### config.mk
export PLATFORM = sky130hd
export DESIGN_NAME = ops_seq
export DESIGN_NICKNAME = d
export VERILOG_FILES = /design/src/rtl/ops_pkg.sv /design/src/rtl/ops_seq.sv
export SDC_FILE = /design/constraint.sdc
export NUM_CORES = 1
export LEC_CHECK = 0
export BUFFER_PORTS_ARGS = -buffer_cell sky130_fd_sc_hd__buf_4
export CAP_MARGIN = 20
export CELL_PAD_IN_SITES_DETAIL_PLACEMENT = 1
export CELL_PAD_IN_SITES_GLOBAL_PLACEMENT = 1
export CORE_MARGIN = 5
export CORE_UTILIZATION = 34
export CTS_BUF_LIST = sky130_fd_sc_hd__clkbuf_2
export DETAILED_ROUTE_END_ITERATION = 7
export PLACE_DENSITY_LB_ADDON = 0.1
export SETUP_SLACK_MARGIN = 0.1
export SYNTH_ARGS = -nofsm -noshare
export SYNTH_HDL_FRONTEND = slang
export SYNTH_SLANG_ARGS = --single-unit
### constraint.sdc
create_clock -name clk -period 3.8 [get_ports clk]
set_input_delay 0.57 -clock clk [delete_from_list [all_inputs] [get_ports clk]]
set_output_delay 0.57 -clock clk [all_outputs]
set_load 0.01 [all_outputs]
### src/rtl/ops_pkg.sv
`timescale 1ns / 1ps
// ops_pkg: shared sizes, operation codes, microcode word layout and control store for
// the odd-only prime sieve. No dependencies; used by ops_seq and the top level.
package ops_pkg;

  // Largest number the table can hold, and the widths that follow from it
  localparam int MAX_NUMBER = 65535;
  localparam int NUM_W      = 16;                        // fixed field width
  localparam int DEPTH      = MAX_NUMBER + 1;
  localparam int ADDR_W     = $clog2(DEPTH);
  localparam int I_W        = (ADDR_W + 1) / 2 + 1;      // odd base up to past sqrt
  localparam int SQ_W       = 2 * I_W;
  localparam int J_W        = ADDR_W + 1;                // room to step past limit

  // Transaction operation codes
  localparam logic OP_BUILD = 1'b0;
  localparam logic OP_QUERY = 1'b1;

  localparam int STEP_W = 4;
  typedef logic [STEP_W-1:0] step_t;

  // Program step addresses
  localparam step_t S_IDLE     = 4'd0;
  localparam step_t S_DISPATCH = 4'd1;
  localparam step_t S_QREAD    = 4'd2;
  localparam step_t S_QDONE    = 4'd3;
  localparam step_t S_INIT0    = 4'd4;
  localparam step_t S_INIT     = 4'd5;
  localparam step_t S_I3       = 4'd6;
  localparam step_t S_SQ       = 4'd7;
  localparam step_t S_TEST     = 4'd8;
  localparam step_t S_CHK      = 4'd9;
  localparam step_t S_STRIKE   = 4'd10;
  localparam step_t S_NEXT_I   = 4'd11;
  localparam step_t S_BDONE    = 4'd12;

  // Jump conditions: when true, go to target, otherwise fall through
  typedef enum logic [2:0] {
    C_NEVER,
    C_ALWAYS,
    C_NO_START,
    C_IS_BUILD,
    C_J_NE_LIM,
    C_SQ_GT_LIM,
    C_MARK_ZERO,
    C_J_LE_LIM
  } cond_t;

  typedef struct packed {
    logic  latch;       // capture a transaction when start is high
    logic  rd_idx;      // read mark at query index
    logic  rd_i;        // read mark at odd base i
    logic  emit_query;  // post query result
    logic  emit_build;  // post build result, commit limit
    logic  clr_j;       // j = 0
    logic  wr_init;     // write candidate pattern at j
    logic  inc_j;       // j += 1
    logic  set_i;       // i = 3
    logic  load_sq;     // sq = i * i
    logic  load_j_sq;   // j = sq
    logic  wr_zero;     // strike j while j <= limit
    logic  step_j;      // j += 2i
    logic  inc_i;       // i += 2
    cond_t cond;
    step_t target;
  } uword_t;

  typedef struct packed {
    logic start;
    logic is_build;
    logic j_ne_lim;
    logic sq_gt_lim;
    logic mark_zero;
    logic j_le_lim;
  } status_t;

  // Control store
  function automatic uword_t ucode(step_t s);
    uword_t w;
    w = '0;
    w.cond = C_NEVER;
    w.target = S_IDLE;
    unique case (s)
      S_IDLE: begin
        w.latch = 1'b1; w.cond = C_NO_START; w.target = S_IDLE;
      end
      S_DISPATCH: begin
        w.cond = C_IS_BUILD; w.target = S_INIT0;
      end
      S_QREAD: begin
        w.rd_idx = 1'b1;
      end
      S_QDONE: begin
        w.emit_query = 1'b1; w.cond = C_ALWAYS; w.target = S_IDLE;
      end
      S_INIT0: begin
        w.clr_j = 1'b1;
      end
      S_INIT: begin
        w.wr_init = 1'b1; w.inc_j = 1'b1; w.cond = C_J_NE_LIM; w.target = S_INIT;
      end
      S_I3: begin
        w.set_i = 1'b1;
      end
      S_SQ: begin
        w.load_sq = 1'b1; w.rd_i = 1'b1;
      end
      S_TEST: begin
        w.cond = C_SQ_GT_LIM; w.target = S_BDONE;
      end
      S_CHK: begin
        w.load_j_sq = 1'b1; w.cond = C_MARK_ZERO; w.target = S_NEXT_I;
      end
      S_STRIKE: begin
        w.wr_zero = 1'b1; w.step_j = 1'b1; w.cond = C_J_LE_LIM; w.target = S_STRIKE;
      end
      S_NEXT_I: begin
        w.inc_i = 1'b1; w.cond = C_ALWAYS; w.target = S_SQ;
      end
      S_BDONE: begin
        w.emit_build = 1'b1; w.cond = C_ALWAYS; w.target = S_IDLE;
      end
      default: begin
        w.cond = C_ALWAYS; w.target = S_IDLE;
      end
    endcase
    return w;
  endfunction

endpackage

### src/rtl/ops_seq.sv
`timescale 1ns / 1ps
// ops_seq: step counter and control store lookup for the prime sieve.
// Depends on ops_pkg.
module ops_seq (
  input  logic             clk,
  input  logic             rst,
  input  ops_pkg::status_t status,
  output ops_pkg::uword_t  ctrl,
  output logic             busy
);
  import ops_pkg::*;

  step_t  pc;
  step_t  pc_next;
  uword_t w;
  logic   take;

  assign w    = ucode(pc);
  assign ctrl = w;
  assign busy = (pc != S_IDLE);

  // Evaluate the jump condition of the current step
  always_comb begin
    unique case (w.cond)
      C_NEVER:     take = 1'b0;
      C_ALWAYS:    take = 1'b1;
      C_NO_START:  take = !status.start;
      C_IS_BUILD:  take = status.is_build;
      C_J_NE_LIM:  take = status.j_ne_lim;
      C_SQ_GT_LIM: take = status.sq_gt_lim;
      C_MARK_ZERO: take = status.mark_zero;
      C_J_LE_LIM:  take = status.j_le_lim;
      default:     take = 1'b1;
    endcase
    pc_next = take ? w.target : pc + step_t'(1);
  end

  // Advance the step counter
  always_ff @(posedge clk) begin
    if (rst) begin
      pc <= S_IDLE;
    end else begin
      pc <= pc_next;
    end
  end

endmodule

==> results.cfg, run 1 <==
[cts]
cts.clk_slew.worst_paths_ns = 0.04
cts_root_buffer = clkbuf_2
postCtsHoldBufs = 0
cts_setup_buffers = 0
cts_tree = built
cts_max_level = 1
clk_path_buf_depth = 2
cts_buffers = 3
cts_repair_resize_count = 0
cts.sinks = 4
clk_latency_ns = 0.20

[synthesis]
synth_cell_type_count = 36
syn_avg_cell_area_sq_um = 7.65
ys_warn_count = 0
ys_seq_area_frac = 0.131
syn_inst = 80
synth_ff_type = dfxtp_1
synth_fp_nets = 92
async_reset_ff_frac = 0
syn_area_sq_um = 612
ys_ff_latch = 4
synth-edff-count = 0

[timing]
slew_violations = 0
min_period_ns = 2.60
fin_worst_skew_ns = 0.00416
hold_viol = 0
maxSlewHeadroom = 0.488
final.period_utilization = 0.685
fmax_mhz = 384
rsz0062_at_grt = false
worstMarginPinSlew_ns = 0.768
finalSetupViolCount = 0
fin_setup_tns_ns = 0

[pwr]
ir_drop_mv = 0.379
report.power.total_w = 0.000512
leakage_nw = 0.406
power_density_mw_per_mm2 = 635
combPwrFrac = 0.770
internal-power_w = 0.000273
power_frac_seq = 0.159
clkPwrFrac = 0.071
swShare = 0.467
switchingPower_w = 0.000239

[floorplanning]
die_h_microns = 52.4
die_w_microns = 52.4
core_area_sq_mm = 0.00173
dieArea_sq_mm = 0.00275
start_util = 0.354
rows = 15
io_pins = 30

[grt]
grt_start_max_net_pins = 14
grt_pass1_wl_microns = 2530
grt_pass1_vias = 591
groute.usage.overall = 0.118
grt_antenna_before_repair = 0
overflow = 0

[routing]
totalWireLength_microns = 1540
antenna_left = 0
vias_per_cell = 4.77
wl_per_cell_microns = 12.0
vias = 615
first_pass_iters = 5
drc_errors = 0
drtIter0Drc = 12

[setup_path]
reg2reg_slack_ns = 1.20
critPathSlowestCell = a222oi_1
crit_path_max_fanout = 10
endpoint_kind = flop
crit_type = flop to flop
required_ns = 3.88
max_stage_delay_ns = 0.69
critPathLaunchType = flop
cp.arrival_ns = 2.68
crit_chain = inv_1 -> ha_1 -> or3_4 -> nor3_2 -> nor3_1 -> a222oi_1 -> mux2_2

[cells_and_area]
largest_reg_flops = 4
postLayoutCoreUtil = 0.467
reg_top3 = pc x4
largest-register = pc
synthToLayoutAreaGrowth_pct = 31.9
drive_gt1_frac = 0.442
diodes = 0
nNetsFinal = 118

[place]
dp_hpwl_microns = 1270
gp_congestion = 0.760
portBuffers = 29

[flow_run]
maxCapViolations = 0

[run_status]
status = finished clean

[hold_path]
min_path_type = flop to flop
[synthesized netlist by cell type (2+ instances only)]
| cell | count | area (sq um) |
|---|---|---|
| o21ai_1 | 2 | 10.0 |
| buf_6 | 3 | 33.8 |
| dfxtp_1 | 4 | 80.1 |
| nor2_1 | 8 | 30.0 |
| mux2i_1 | 2 | 20.0 |
| nor4_1 | 2 | 12.5 |
| o21ai_0 | 2 | 10.0 |
| inv_1 | 8 | 30.0 |
| and2b_2 | 3 | 26.3 |
| buf_4 | 4 | 30.0 |
| and2_1 | 6 | 37.5 |
| mux2_2 | 3 | 33.8 |
| ha_1 | 4 | 50.1 |
| nand2_1 | 2 | 7.51 |
| nor3_1 | 4 | 20.0 |
| a21oi_1 | 3 | 15.0 |
[layout by cell type (no fill, tap or decap), types with 2 or more instances in the layout]
| master | netlist | final |
|---|---|---|
| buf_4 | 4 | 29 |
| inv_1 | 8 | 8 |
| nor2_1 | 8 | 8 |
| and2_1 | 6 | 6 |
| nor3_1 | 4 | 4 |
| ha_1 | 4 | 4 |
| dfxtp_1 | 4 | 4 |
| and2b_2 | 3 | 3 |
| a21oi_1 | 3 | 3 |
| mux2_2 | 3 | 3 |
| clkbuf_2 | 0 | 3 |
| nand2_1 | 2 | 2 |
| o21ai_1 | 2 | 2 |
| mux2i_1 | 2 | 2 |
| o21ai_0 | 2 | 2 |
| nor4_1 | 2 | 2 |
[path summary, 6_finish.rpt]
check / from / end / cells after the start
worst max-delay path: pc[0]$_SDFF_PP0_ / pc[0]$_SDFF_PP0_ / 7
worst min-delay path: pc[0]$_SDFF_PP0_ / pc[0]$_SDFF_PP0_ / 2
worst max register to register: pc[0]$_SDFF_PP0_ / pc[0]$_SDFF_PP0_ / 7
worst min register to register: pc[0]$_SDFF_PP0_ / pc[0]$_SDFF_PP0_ / 2
[critical path: cells and delay by family (launching register included)]
family | cells | cell delay (ns)
AOI/OAI and AO/OA | 1 | 0.69
adders and majority gates | 1 | 0.30
buffers and inverters | 1 | 0.08
DFF | 1 | 0.39
muxes | 1 | 0.40
and+or+nand+nor | 3 | 0.61
[per-layer routing]
metal / track usage / vias up / share of wire
met5: 0 / - / 0
met4: 0.0511 / 0 / 0
met3: 0.0142 / 0 / 0.069
met2: 0.202 / 18 / 0.47
met1: 0.146 / 280 / 0.46
li1: - / 317 / -
[kinds of logic (layout without fill, tap and decap cells)]
group	count (synthesis)	in the layout	share of synthesized area
AO/OA/AOI/OAI	13	13	0.143
adder cells (fa/ha/maj)	4	4	0.0818
buffers and inverters	16	40	0.162
AND/OR/NAND/NOR	36	36	0.366
flip-flops	4	4	0.131
XOR/XNOR	2	2	0.0286
multiplexers	5	5	0.0879
[power by group through the flow]
stage,clock network [W],registers (W),logic [W]
floorplan,0,0.0000662,0.000299
global route,0.0000408,0.0000848,0.000438
CTS,0.0000387,0.0000812,0.000402
global placement,0,0.0000816,0.000398
detailed placement,0,0.0000821,0.000401
finish,0.0000365,0.0000815,0.000394
[cell type report]
type	instances	area, sq um
Tap cell	25	31.3
Timing Repair Buffer	29	218
Sequential cell	4	80.1
Fill cell	232	920
Inverter	8	30.0
Clock buffer	3	15.0
Multi-Input combinational cell	60	433
[through the flow]
stage	setup slack (ns)	instance area, sq um	std cells	hold WS [ns]
final	1.20	807	129	0.616
after global routing	1.01	807	129	0.686
after CTS	1.17	807	129	0.619
after detailed placement	1.16	792	126	0.611
after global placement	1.26	792	126	0.599
after floorplan	1.42	612	80	0.572
No activity file was read; power rests on OpenSTA's default activity.
==> run 2, diff against run 1 <==
- CORE_UTILIZATION: 34 -> 32
- clock period: 3.8 -> 2.4 ns (I/O delays scaled with it)
==> results.cfg, run 2 (synthesis results as in run 1) <==
[setup_path]
max_stage_delay_ns = 0.40
required_ns = 2.49
critical_path.top_delay_family = simple AND/OR/NAND/NOR gates
critPathBufInv = 2
critPathLaunchType = flop
crit_type = flop to flop
crit_chain = inv_2 -> ha_4 -> or3_4 -> nor3_4 -> nor3_1 -> a222oi_1 -> buf_4 -> mux2_2
critPathSlowestCell = or3_4
endpoint_kind = flop
cp.arrival_ns = 2.25
reg2reg_slack_ns = 0.24
crit_path_max_fanout = 10

[timing]
fmax_mhz = 463
fin_worst_skew_ns = 0.00687
worstMarginPinSlew_ns = 0.470
maxSlewHeadroom = 0.686
slew_violations = 0
rsz0062_at_grt = false
hold_viol = 0
finalSetupViolCount = 0
fin_setup_tns_ns = 0
final.period_utilization = 0.901
min_period_ns = 2.16

[pwr]
power_density_mw_per_mm2 = 1100
ir_drop_mv = 0.619
leakage_nw = 0.449

[cts]
cts_max_level = 1
cts.sinks = 4
cts_tree = built
cts.clk_slew.worst_paths_ns = 0.06
cts_buffers = 3
clk_path_buf_depth = 2
clk_latency_ns = 0.21
cts_root_buffer = clkbuf_2

[cells_and_area]
synthToLayoutAreaGrowth_pct = 46.0
postLayoutCoreUtil = 0.506
largest-register = pc
drive_gt1_frac = 0.536
largest_reg_flops = 4
most-common-layout-cells = buf_4, nor2_1, inv_1, and2_1, nor3_1
nFillCells = 245
stdcell_count = 135
mostFrequentLayoutCell = buf_4
diodes = 0
reg_top3 = pc x4
nNetsFinal = 124

[floorplanning]
dieArea_sq_mm = 0.00289
die_h_microns = 53.7
die_w_microns = 53.7
start_util = 0.347
rows = 15
core_area_sq_mm = 0.00176
io_pins = 30

[grt]
overflow = 0
groute.usage.overall = 0.144
grt_pass1_vias = 695
grt_pass1_wl_microns = 3070
grt_antenna_before_repair = 0
grt_start_max_net_pins = 14

[routing]
first_pass_iters = 4
antenna_left = 0
vias = 656
wl_per_cell_microns = 14.3
drtIter0Drc = 3
totalWireLength_microns = 1940
drc_errors = 0
vias_per_cell = 4.86

[flow_run]
maxCapViolations = 0

[hold_path]
min_path_type = primary input to flop

[run_status]
status = finished clean

[place]
dp_cells = 130
dp_hpwl_microns = 1520
portBuffers = 29
gp_congestion = 0.761
## run 2: changes by cell type in the layout (fill, tap and decap cells not counted)
cell / delta
nor3_2: -1
nor3_4: +1
buf_4: +6
inv_2: +2
ha_1: -3
inv_1: -2
ha_4: +2
dfxtp_4: +2
dfxtp_1: -2
ha_2: +1
## run 2: final cells by class
class / instances / area (sq um) / area share
timing repair buffer: 35 / 263 / 0.294
inverter: 8 / 30.0 / 0.0336
tap: 25 / 31.3 / 0.0350
sequential: 4 / 87.6 / 0.0980
clock buffer: 3 / 15.0 / 0.0168
multi-input combinational: 60 / 467 / 0.522
## run 2: stage by stage
stage / hold WS (ns) / power, W / setup WS [ns] / instance area (sq um)
after floorplan: 0.533 / 0.000596 / 0.105 / 627
after global placement: 0.582 / 0.000838 / 0.204 / 837
after detailed placement: 0.606 / 0.000850 / 0.147 / 837
after CTS: 0.492 / 0.000922 / 0.125 / 852
after global routing: 0.531 / 0.00107 / 0.116 / 893
final: 0.503 / 0.000980 / 0.238 / 893
## run 2: path summary, 6_finish.rpt
check / start / endpoint / cells past startpoint
max: pc[0]$_SDFF_PP0_ / pc[2]$_SDFF_PP0_ / 8
min: rst / pc[1]$_SDFF_PP0_ / 3
max reg2reg: pc[0]$_SDFF_PP0_ / pc[2]$_SDFF_PP0_ / 8
min reg2reg: pc[0]$_SDFF_PP0_ / pc[0]$_SDFF_PP0_ / 2
## run 2: power by group
part	switching, W	internal [W]
Combinational	0.000365	0.000411
Sequential	0.0000427	0.0000951
Clock	0.0000321	0.0000339
Total	0.000440	0.000540
## run 2: worst reg2reg max path, stage by stage (launching register included)
cell and delay [ns]:
dfxtp_4 0.37, inv_2 0.06, ha_4 0.19, or3_4 0.40, nor3_4 0.13, nor3_1 0.06
a222oi_1 0.31, buf_4 0.19, mux2_2 0.33
## run 2: per-layer routing
layer  wire [microns]  GRT usage
met5                0          0
met4                0     0.0553
met3               93     0.0222
met2             1040      0.262
met1              799      0.165
## run 2: repair_timing
item / CTS / global route
endpoints found under the setup margin: 0 / 5
hold buffers: 0 / 0
gates resized for setup: 0 / 7
buffers inserted: 0 / 2
