--- src/rtl/ops_ram.sv ---
`timescale 1ns / 1ps
// ops_ram: generic one-write, one-read RAM with registered read data.
// No dependencies.
module ops_ram #(
  parameter int WIDTH = 1,
  parameter int DEPTH = 16
) (
  input  logic                     clk,
  input  logic                     wr_en,
  input  logic [$clog2(DEPTH)-1:0] wr_addr,
  input  logic [WIDTH-1:0]         wr_data,
  input  logic                     rd_en,
  input  logic [$clog2(DEPTH)-1:0] rd_addr,
  output logic [WIDTH-1:0]         rd_data
);

  logic [WIDTH-1:0] mem [DEPTH];

  // Write port and registered read port
  always_ff @(posedge clk) begin
    if (wr_en) begin
      mem[wr_addr] <= wr_data;
    end
    if (rd_en) begin
      rd_data <= mem[rd_addr];
    end
  end

endmodule

--- config.mk ---
export PLATFORM = sky130hd
export DESIGN_NAME = ops_ram
export DESIGN_NICKNAME = d
export VERILOG_FILES = /design/src/rtl/ops_ram.sv
export SDC_FILE = /design/constraint.sdc
export NUM_CORES = 1
export LEC_CHECK = 0
export BUFFER_PORTS_ARGS = -buffer_cell sky130_fd_sc_hd__buf_2
export CORE_UTILIZATION = 52
export DETAILED_ROUTE_END_ITERATION = 6
export PLACE_DENSITY = 0.75
export SLEW_MARGIN = 5
export SYNTH_ARGS = -nofsm -noshare
export SYNTH_HDL_FRONTEND = slang
export SYNTH_SLANG_ARGS = --single-unit
--- constraint.sdc ---
create_clock -name clk -period 1.42 [get_ports clk]
set_input_delay 0.213 -clock clk [delete_from_list [all_inputs] [get_ports clk]]
set_output_delay 0.213 -clock clk [all_outputs]
set_load 0.02 [all_outputs]
==> results.cfg, run 1 <==
[status]
status = completed

[sta]
worstMarginPinSlew_ns = 0.2364
min_period_ns = 1.359
maxSlewHeadroom_pct = 84.24
fmax_mhz = 736.0
period_share_pct = 95.68
setup_viol = 0
fin_skew_ns = 0.004470
drv_slew = 0
hold_viol = 0
grt_setup_unrepaired = no
fin_ws_ns = 0.06136
finalSetupTns_ns = 0

[synth]
synthTopCellsByArea = edfxtp_1, mux4_1, nor2_1, mux2i_1, nor3_1
synth_seq_cells = 17
synth_ff_type = edfxtp_1
syn_area_sq_um = 755.7
synth-edff-count = 17
seq_area_frac_synth_pct = 67.55
synth.distinct_cells = 10
synthCells = 47
yosys_warnings = 0
synth_area_per_cell_sq_um = 16.08
yosys.cell_count.top_type = edfxtp_1
synth_nets = 59
synth_largest_area_cell = edfxtp_1
synthDominantCellAreaShare_pct = 67.55
ys_top_cells_by_count = edfxtp_1, nor2_1, mux4_1, nor3_1, mux2i_1
synthArstFlopShare_pct = 0

[setup_path]
crit_path_cell_trace = mux4_1 > mux2i_1 > mux2i_1
crit_path_top_delay_cell = mux4_1
cpMostUsedCell = mux2i_1
arrival_ns = 1.40
critPathKind = reg2reg
end_kind = register
crit_path_start_kind = register
required_ns = 1.46
cpPeakStageDelay_ns = 0.51
critPathMaxFanout = 1

[clocking]
cts.sinks = 17
root_buffer = clkbuf_4
clk_pin_slew_ns = 0.09
clock_path_buffers = 2
htreeDepth = 1
clk_latency_ns = 0.28
cts_tree = done
cts_made_buffers = 3

[place]
pre_cts_ws_ns = -0.02750
hpwl_um = 852.9
portBuffers = 12
gp_congestion = 0.7306

[power_and_ir_drop]
p_int_w = 0.0007042
power_density_mw_per_mm2 = 1038
p_leak_nw = 0.3070
pwr-share-comb_pct = 8.7
pwr-share-clk_pct = 27.7
seqPwrFrac_pct = 63.6
finalPower_w = 0.0008910
swShare_pct = 20.96
net-switching-power_w = 0.0001867
ir_worst_vdd_v = 0.0005181

[finish]
layout.area.seq_sq_um = 510.5
multi_input_area_sq_um = 241.5
areaGrowthSynthToFinish_pct = 13.58
diodes = 0
drive_gt1_share_pct = 28.57
nets = 76
fillers = 106

[routing]
drc = 0
drtIter0Drc = 8
highest_layer = met4
wl_met1_um = 475
wl_met2_um = 577
route.met3.wl_um = 56
routed_wl_um = 1118
routed-via-count = 442
drtAntennaViolNets = 0
avgRoutedWirePerCell_um = 14.33
via_per_inst = 5.667
dr.pass1.iters = 2

[hold_path]
holdCritPathClass = in2reg

[die]
start_util_pct = 56.66
die-area_sq_mm = 0.001610
core.rowCount = 13
core-area_sq_mm = 0.001334
die_h_um = 40.12
die_w_um = 40.12
ios = 13

[grt]
grt.overflow.total = 0
grt_max_degree = 17
grt_antenna_before_repair = 0
grt_pass1_wl_um = 1635
track_usage_pct = 16.85
grt_pass1_vias = 403

[job]
cap_violations = 0
## per-stage QoR
step / cells / utilization, % / instance area [sq um] / hold WS (ns)
after floorplan: 47 / - / 755.7 / 0.3119
after global placement: 74 / 62.57 / 834.6 / 0.4187
after detailed placement: 74 / 62.57 / 834.6 / 0.4240
after CTS: 78 / 64.63 / 862.1 / 0.1204
after global routing: 78 / 64.35 / 858.3 / 0.1065
final: 78 / 64.35 / 858.3 / 0.1256
## metal layers
metal  global-route usage (%)  vias to the layer above
li1                         -                      220
met1                    18.59                      205
met2                    29.44                       15
met3                    5.000                        2
met4                    7.759                        0
met5                        0                        -
## flip-flops by register name (all words and copies together) (netlist names)
name	flops
mem	16
rd_data	1
## path summary, 6_finish.rpt
| check | startpoint | to | slack (ns) | depth (start not counted) |
|---|---|---|---|---|
| worst max-delay path | mem[9]$_DFFE_PP_ | rd_data$_DFFE_PP_ | 0.06 | 3 |
| worst min-delay path | rd_en | rd_data$_DFFE_PP_ | 0.13 | 1 |
| worst max register to register | mem[9]$_DFFE_PP_ | rd_data$_DFFE_PP_ | 0.06 | 3 |
| worst min register to register | mem[3]$_DFFE_PP_ | rd_data$_DFFE_PP_ | 0.82 | 3 |
## worst max-delay path, delay by kind of cell (launching register included)
kind / cells / cell delay, ns
flops: 1 / 0.38
mux: 3 / 0.73
## power by group through the flow
| stage | clock network (W) | logic (W) | registers, W |
|---|---|---|---|
| final | 0.000247 | 0.0000774 | 0.000567 |
| after global routing | 0.000276 | 0.0000846 | 0.000569 |
| after CTS | 0.000256 | 0.0000777 | 0.000567 |
| after detailed placement | 0 | 0.0000776 | 0.000579 |
| after global placement | 0 | 0.0000749 | 0.000578 |
| after floorplan | 0 | 0.0000346 | 0.000581 |
## cell type report
cell class / count / share of cell area (%)
clock buffer: 3 / 2.624
clock inverter: 1 / 0.5831
multi-input combinational: 30 / 28.13
sequential: 17 / 59.48
tap: 15 / 2.187
timing repair buffer: 12 / 6.997
## cells by family (layout without fill, tap and decap cells)
group | count (synthesis) | in the layout | share of synthesized area [%]
and+or+nand+nor | 23 | 23 | 14.57
DFF | 17 | 17 | 67.55
muxes | 7 | 7 | 17.88
buffers and inverters | 0 | 16 | 0
## layout by cell type (no fill, tap or decap)
cell type / instances
buf_2: 12
clkbuf_4: 3
clkinv_2: 1
edfxtp_1: 17
mux2i_1: 3
mux4_1: 3
mux4_2: 1
nand2_1: 1
nand2b_1: 2
nand3_1: 1
nand3b_1: 2
nor2_1: 12
nor3_1: 4
or3b_2: 1
## what timing repair did
action | in CTS | in global routing
setup buffers | 0 | 0
endpoints found under the setup margin | 0 | 1
hold buffers | 0 | 0
resized for setup | 0 | 1
(Power assumes the default switching activity.)
==> run 2, diff against run 1 <==
- RECOVER_POWER: default -> 100
==> run 2 against run 1 <==
Die area stayed put. Highest routed layer unchanged. Clock-buffer cell count is the same. Core utilization fell by 0.56 points. Via count is the same. Maximum frequency barely moved. Setup slack hardly changed.
==> results.cfg, run 2 (synthesis results as in run 1) <==
[sta]
grt_setup_unrepaired = no
hold_slack_ns = 0.1258
setup_viol = 0
period_share_pct = 95.68
hold_viol = 0
fin_skew_ns = 0.004294
finalSetupTns_ns = 0
maxSlewHeadroom_pct = 62.57
min_period_ns = 1.359
drv_slew = 0
fmax_mhz = 736.0
worstMarginPinSlew_ns = 0.5615

[hold_path]
holdPathEnd = rd_data$_DFFE_PP_
holdCritPathClass = in2reg
holdCritStartpoint = rd_en
hold-path-cell-count = 1

[setup_path]
r2r_end = rd_data$_DFFE_PP_
startpoint = mem[9]$_DFFE_PP_
end_kind = register
required_ns = 1.46
worstRegToRegCells = 3
cpPeakStageDelay_ns = 0.51
crit_path_cell_trace = mux4_1 > mux2i_1 > mux2i_1
cpMostUsedCell = mux2i_1
critPathMaxFanout = 1
critPathKind = reg2reg
timing.rr.start = mem[9]$_DFFE_PP_
crit_path_start_kind = register
arrival_ns = 1.40
reg2reg_setup_slack_ns = 0.06
crit_path_top_delay_cell = mux4_1

[routing]
drtIter0Drc = 8
drtAntennaViolNets = 0
drc = 0
routed-via-count = 442
avgRoutedWirePerCell_um = 14.42
routed_wl_um = 1125
dr.pass1.iters = 2
via_per_inst = 5.667

[clocking]
cts_made_buffers = 3
clk_pin_slew_ns = 0.09
clock_path_buffers = 2
root_buffer = clkbuf_4
cts.sinks = 17
htreeDepth = 1
clk_latency_ns = 0.28
cts_tree = done
holdBufCountCts = 0

[power_and_ir_drop]
net-switching-power_w = 0.0001867
p_int_w = 0.0007016
pwr-share-clk_pct = 27.7
seqPwrFrac_pct = 63.9
p_leak_nw = 0.2905
swShare_pct = 21.02
pwr-share-comb_pct = 8.4
finalPower_w = 0.0008883
ir_worst_vdd_v = 0.0005130
power_density_mw_per_mm2 = 1044

[grt]
grt_use_met1_pct = 18.59
grt.met2_usage_pct = 29.44
grt_pass1_wl_um = 1635
gr-max-usage-layer = met2
grt.overflow.total = 0
track_usage_pct = 16.85
grt_use_met3_pct = 5.000
grt_pass1_vias = 403
grt_antenna_before_repair = 0
grt_max_degree = 17

[finish]
layout.area.seq_sq_um = 510.5
nets = 76
stdcell_area_sq_um = 850.8
reg_top3 = mem (16), rd_data (1)
fillers = 110
drive_gt1_share_pct = 19.05
layout_commonest_cell = edfxtp_1
areaGrowthSynthToFinish_pct = 12.58
largest_register = mem
final_cell_mix = edfxtp_1, nor2_1, buf_2, clkbuf_1, nor3_1
diodes = 0
largest_reg_flops = 16
multi_input_area_sq_um = 241.5

[die]
die_h_um = 40.12
core.rowCount = 13
die_w_um = 40.12
core-area_sq_mm = 0.001334
ios = 13
start_util_pct = 56.66
die-area_sq_mm = 0.001610

[place]
dpl_cell_area_sq_um = 834.6
gp_congestion = 0.7306
hpwl_um = 852.9
portBuffers = 12

[status]
status = completed

[job]
cap_violations = 0
==> run 2: changes by cell type in the layout (fill, tap and decap cells not counted) <==
cell / previous run / this run
buf_2: 12 / 6
clkbuf_1: 0 / 6
==> run 2: timing repair <==
item | CTS | global route
endpoints found under the setup margin | 0 | 1
endpoints found under the hold margin | 0 | 0
setup buffers | 0 | 0
resized for setup | 0 | 1
==> run 2: cell type report <==
type / count / share of cell area [%]
clock inverter: 1 / 0.5882
tap: 15 / 2.206
multi-input combinational: 30 / 28.38
clock buffer: 3 / 2.647
timing repair buffer: 12 / 6.176
sequential: 17 / 60.00
==> run 2: worst max-delay path, delay by kind of cell (launching register included) <==
| family | cells | cell delay, ns |
|---|---|---|
| multiplexers | 3 | 0.73 |
| flip-flops | 1 | 0.38 |
==> run 2: power groups by stage <==
stage	Combinational [W]	Sequential (W)	Clock (W)
3_5_place_dp	0.0000776	0.000579	0
6_report	0.0000747	0.000567	0.000246
3_3_place_gp	0.0000749	0.000578	0
5_1_grt	0.0000818	0.000569	0.000276
2_1_floorplan	0.0000346	0.000581	0
4_1_cts	0.0000777	0.000567	0.000256
==> run 2: worst max path at each step <==
stage / slack [ns] / cells after the start / endpoint
after global placement: -0.002 / 4 / rd_data$_DFFE_PP_
after detailed placement: -0.03 / 4 / rd_data$_DFFE_PP_
after global routing: 0.04 / 3 / rd_data$_DFFE_PP_
after floorplan: 0.15 / 3 / rd_data$_DFFE_PP_
final: 0.06 / 3 / rd_data$_DFFE_PP_
after CTS: 0.03 / 3 / rd_data$_DFFE_PP_
==> run 2: per-layer routing <==
layer / wire, um / part of all wire, %
met4: 7 / 0.62
met5: 0 / 0
met2: 578 / 51
met3: 61 / 5.4
met1: 478 / 42
==> run 2: stage by stage <==
step | util, % | worst slack [ns] | instances
6_report | 63.79 | 0.06139 | 78
5_1_grt | 63.79 | 0.03748 | 78
4_1_cts | 64.63 | 0.02955 | 78
3_5_place_dp | 62.57 | -0.02750 | 74
3_3_place_gp | 62.57 | -0.001709 | 74
2_1_floorplan | - | 0.1461 | 47
==> run 3, diff against run 2 <==
- CORE_MARGIN: default -> 2
- MAX_ROUTING_LAYER: default -> met4
==> run 3 against run 2 <==
Combinational power rose by 1%. Largest cell class unchanged. Die area rose by 10%. Critical path depth did not move. Critical endpoint unchanged.
==> results.cfg, run 3 (synthesis results as in run 1) <==
[status]
status = completed

[routing]
routed_wl_um = 1130
drtAntennaViolNets = 0
dr.pass1.iters = 4
drtIter0Drc = 18
drc = 0
avgRoutedWirePerCell_um = 14.49
routed-via-count = 439
via_per_inst = 5.628

[hold_path]
holdPathEnd = rd_data$_DFFE_PP_
holdCritPathClass = in2reg
hold-path-cell-count = 1
holdCritStartpoint = rd_en

[setup_path]
critPathKind = reg2reg
critPathMaxFanout = 1
worstRegToRegCells = 3
r2r_end = rd_data$_DFFE_PP_
end_kind = register
crit_path_start_kind = register
timing.rr.start = mem[12]$_DFFE_PP_
arrival_ns = 1.40
startpoint = mem[12]$_DFFE_PP_
reg2reg_setup_slack_ns = 0.05
required_ns = 1.45

[power_and_ir_drop]
ir_worst_vdd_v = 0.0007058
power_density_mw_per_mm2 = 1046
p_leak_nw = 0.2837

[finish]
areaGrowthSynthToFinish_pct = 11.92
largest_reg_flops = 16
final_cell_mix = edfxtp_1, nor2_1, clkbuf_1, buf_2, nor3_1
largest_register = mem
layout_commonest_cell = edfxtp_1
nets = 76
drive_gt1_share_pct = 19.05
stdcell_area_sq_um = 845.8
fin_cells = 78
diodes = 0
reg_top3 = mem (16), rd_data (1)

[sta]
fin_skew_ns = 0.002375
period_share_pct = 96.37
maxSlewHeadroom_pct = 64.89
min_period_ns = 1.368
finalSetupTns_ns = 0
worstMarginPinSlew_ns = 0.5267
setup_viol = 0
fmax_mhz = 730.7
grt_setup_unrepaired = yes
fin_ws_ns = 0.05151
hold_viol = 0
drv_slew = 0

[grt]
grt.overflow.total = 0
grt_antenna_before_repair = 0
track_usage_pct = 15.40
grt_pass1_wl_um = 1925
grt_max_degree = 17
grt_pass1_vias = 439

[clocking]
clock_path_buffers = 2
clk_latency_ns = 0.28
cts_tree = done
cts_made_buffers = 3
htreeDepth = 1
cts_setup_buffers = 0
root_buffer = clkbuf_4
clk_pin_slew_ns = 0.09
cts.sinks = 17

[place]
dp_cells = 74
portBuffers = 12
hpwl_um = 862.9
gp_congestion = 0.7560
pre_cts_ws_ns = -0.06961
dpl_cell_area_sq_um = 834.6

[die]
start_util_pct = 56.66
die_h_um = 42.12
die_w_um = 42.12
core.rowCount = 13
core-area_sq_mm = 0.001334
die-area_sq_mm = 0.001774
ios = 13

[job]
cap_violations = 0
[run 3: layer usage]
layer | GRT usage, % | wire length (um) | vias to the layer above
met2 | 24.38 | 556 | 13
met4 | 7.500 | 10 | 0
met1 | 19.12 | 504 | 208
met5 | - | 0 | -
li1 | - | - | 216
met3 | 3.017 | 58 | 2
[run 3: critical path, stage by stage, from the launching register on]
cell	delay, ns
edfxtp_1	0.37
mux4_1	0.48
mux2i_1	0.17
mux2i_1	0.10
[run 3: final cells by class]
class                           count  area, sq um
Tap cell                           15        18.77
Fill cell                         116        488.0
Timing Repair Buffer               12        52.55
Multi-Input combinational cell     30        237.7
Sequential cell                    17        510.5
Clock buffer                        4        26.28
[run 3: per-stage QoR]
| step | power, W | hold slack (ns) | util, % |
|---|---|---|---|
| floorplan | 0.0006158 | 0.3119 | - |
| global placement | 0.0006542 | 0.4239 | 62.57 |
| detailed placement | 0.0006571 | 0.4246 | 62.57 |
| CTS | 0.0008941 | 0.1305 | 64.26 |
| global route | 0.0009216 | 0.1162 | 63.41 |
| finish | 0.0008844 | 0.1340 | 63.41 |
[run 3: timing repair]
item / 4_1_cts / 5_1_grt
gates resized for setup: 1 / 1
setup endpoints to repair: 1 / 1
hold buffers: 0 / 0
hold endpoints to repair: 0 / 0
gates cloned: 0 / 0
[run 3: how the worst max path moves through the flow]
stage / to / cells past startpoint
3_3_place_gp: rd_data$_DFFE_PP_ / 4
4_1_cts: rd_data$_DFFE_PP_ / 3
5_1_grt: rd_data$_DFFE_PP_ / 3
3_5_place_dp: rd_data$_DFFE_PP_ / 4
2_1_floorplan: rd_data$_DFFE_PP_ / 3
6_report: rd_data$_DFFE_PP_ / 3
[run 3: where the power goes]
part	switching, W	leakage (nW)	total, W	internal (W)
Combinational	0.0000429	0.114	0.0000756	0.0000327
Sequential	0.00000263	0.154	0.000567	0.000565
Clock	0.000133	0.0150	0.000242	0.000109
Total	0.000178	0.284	0.000884	0.000706
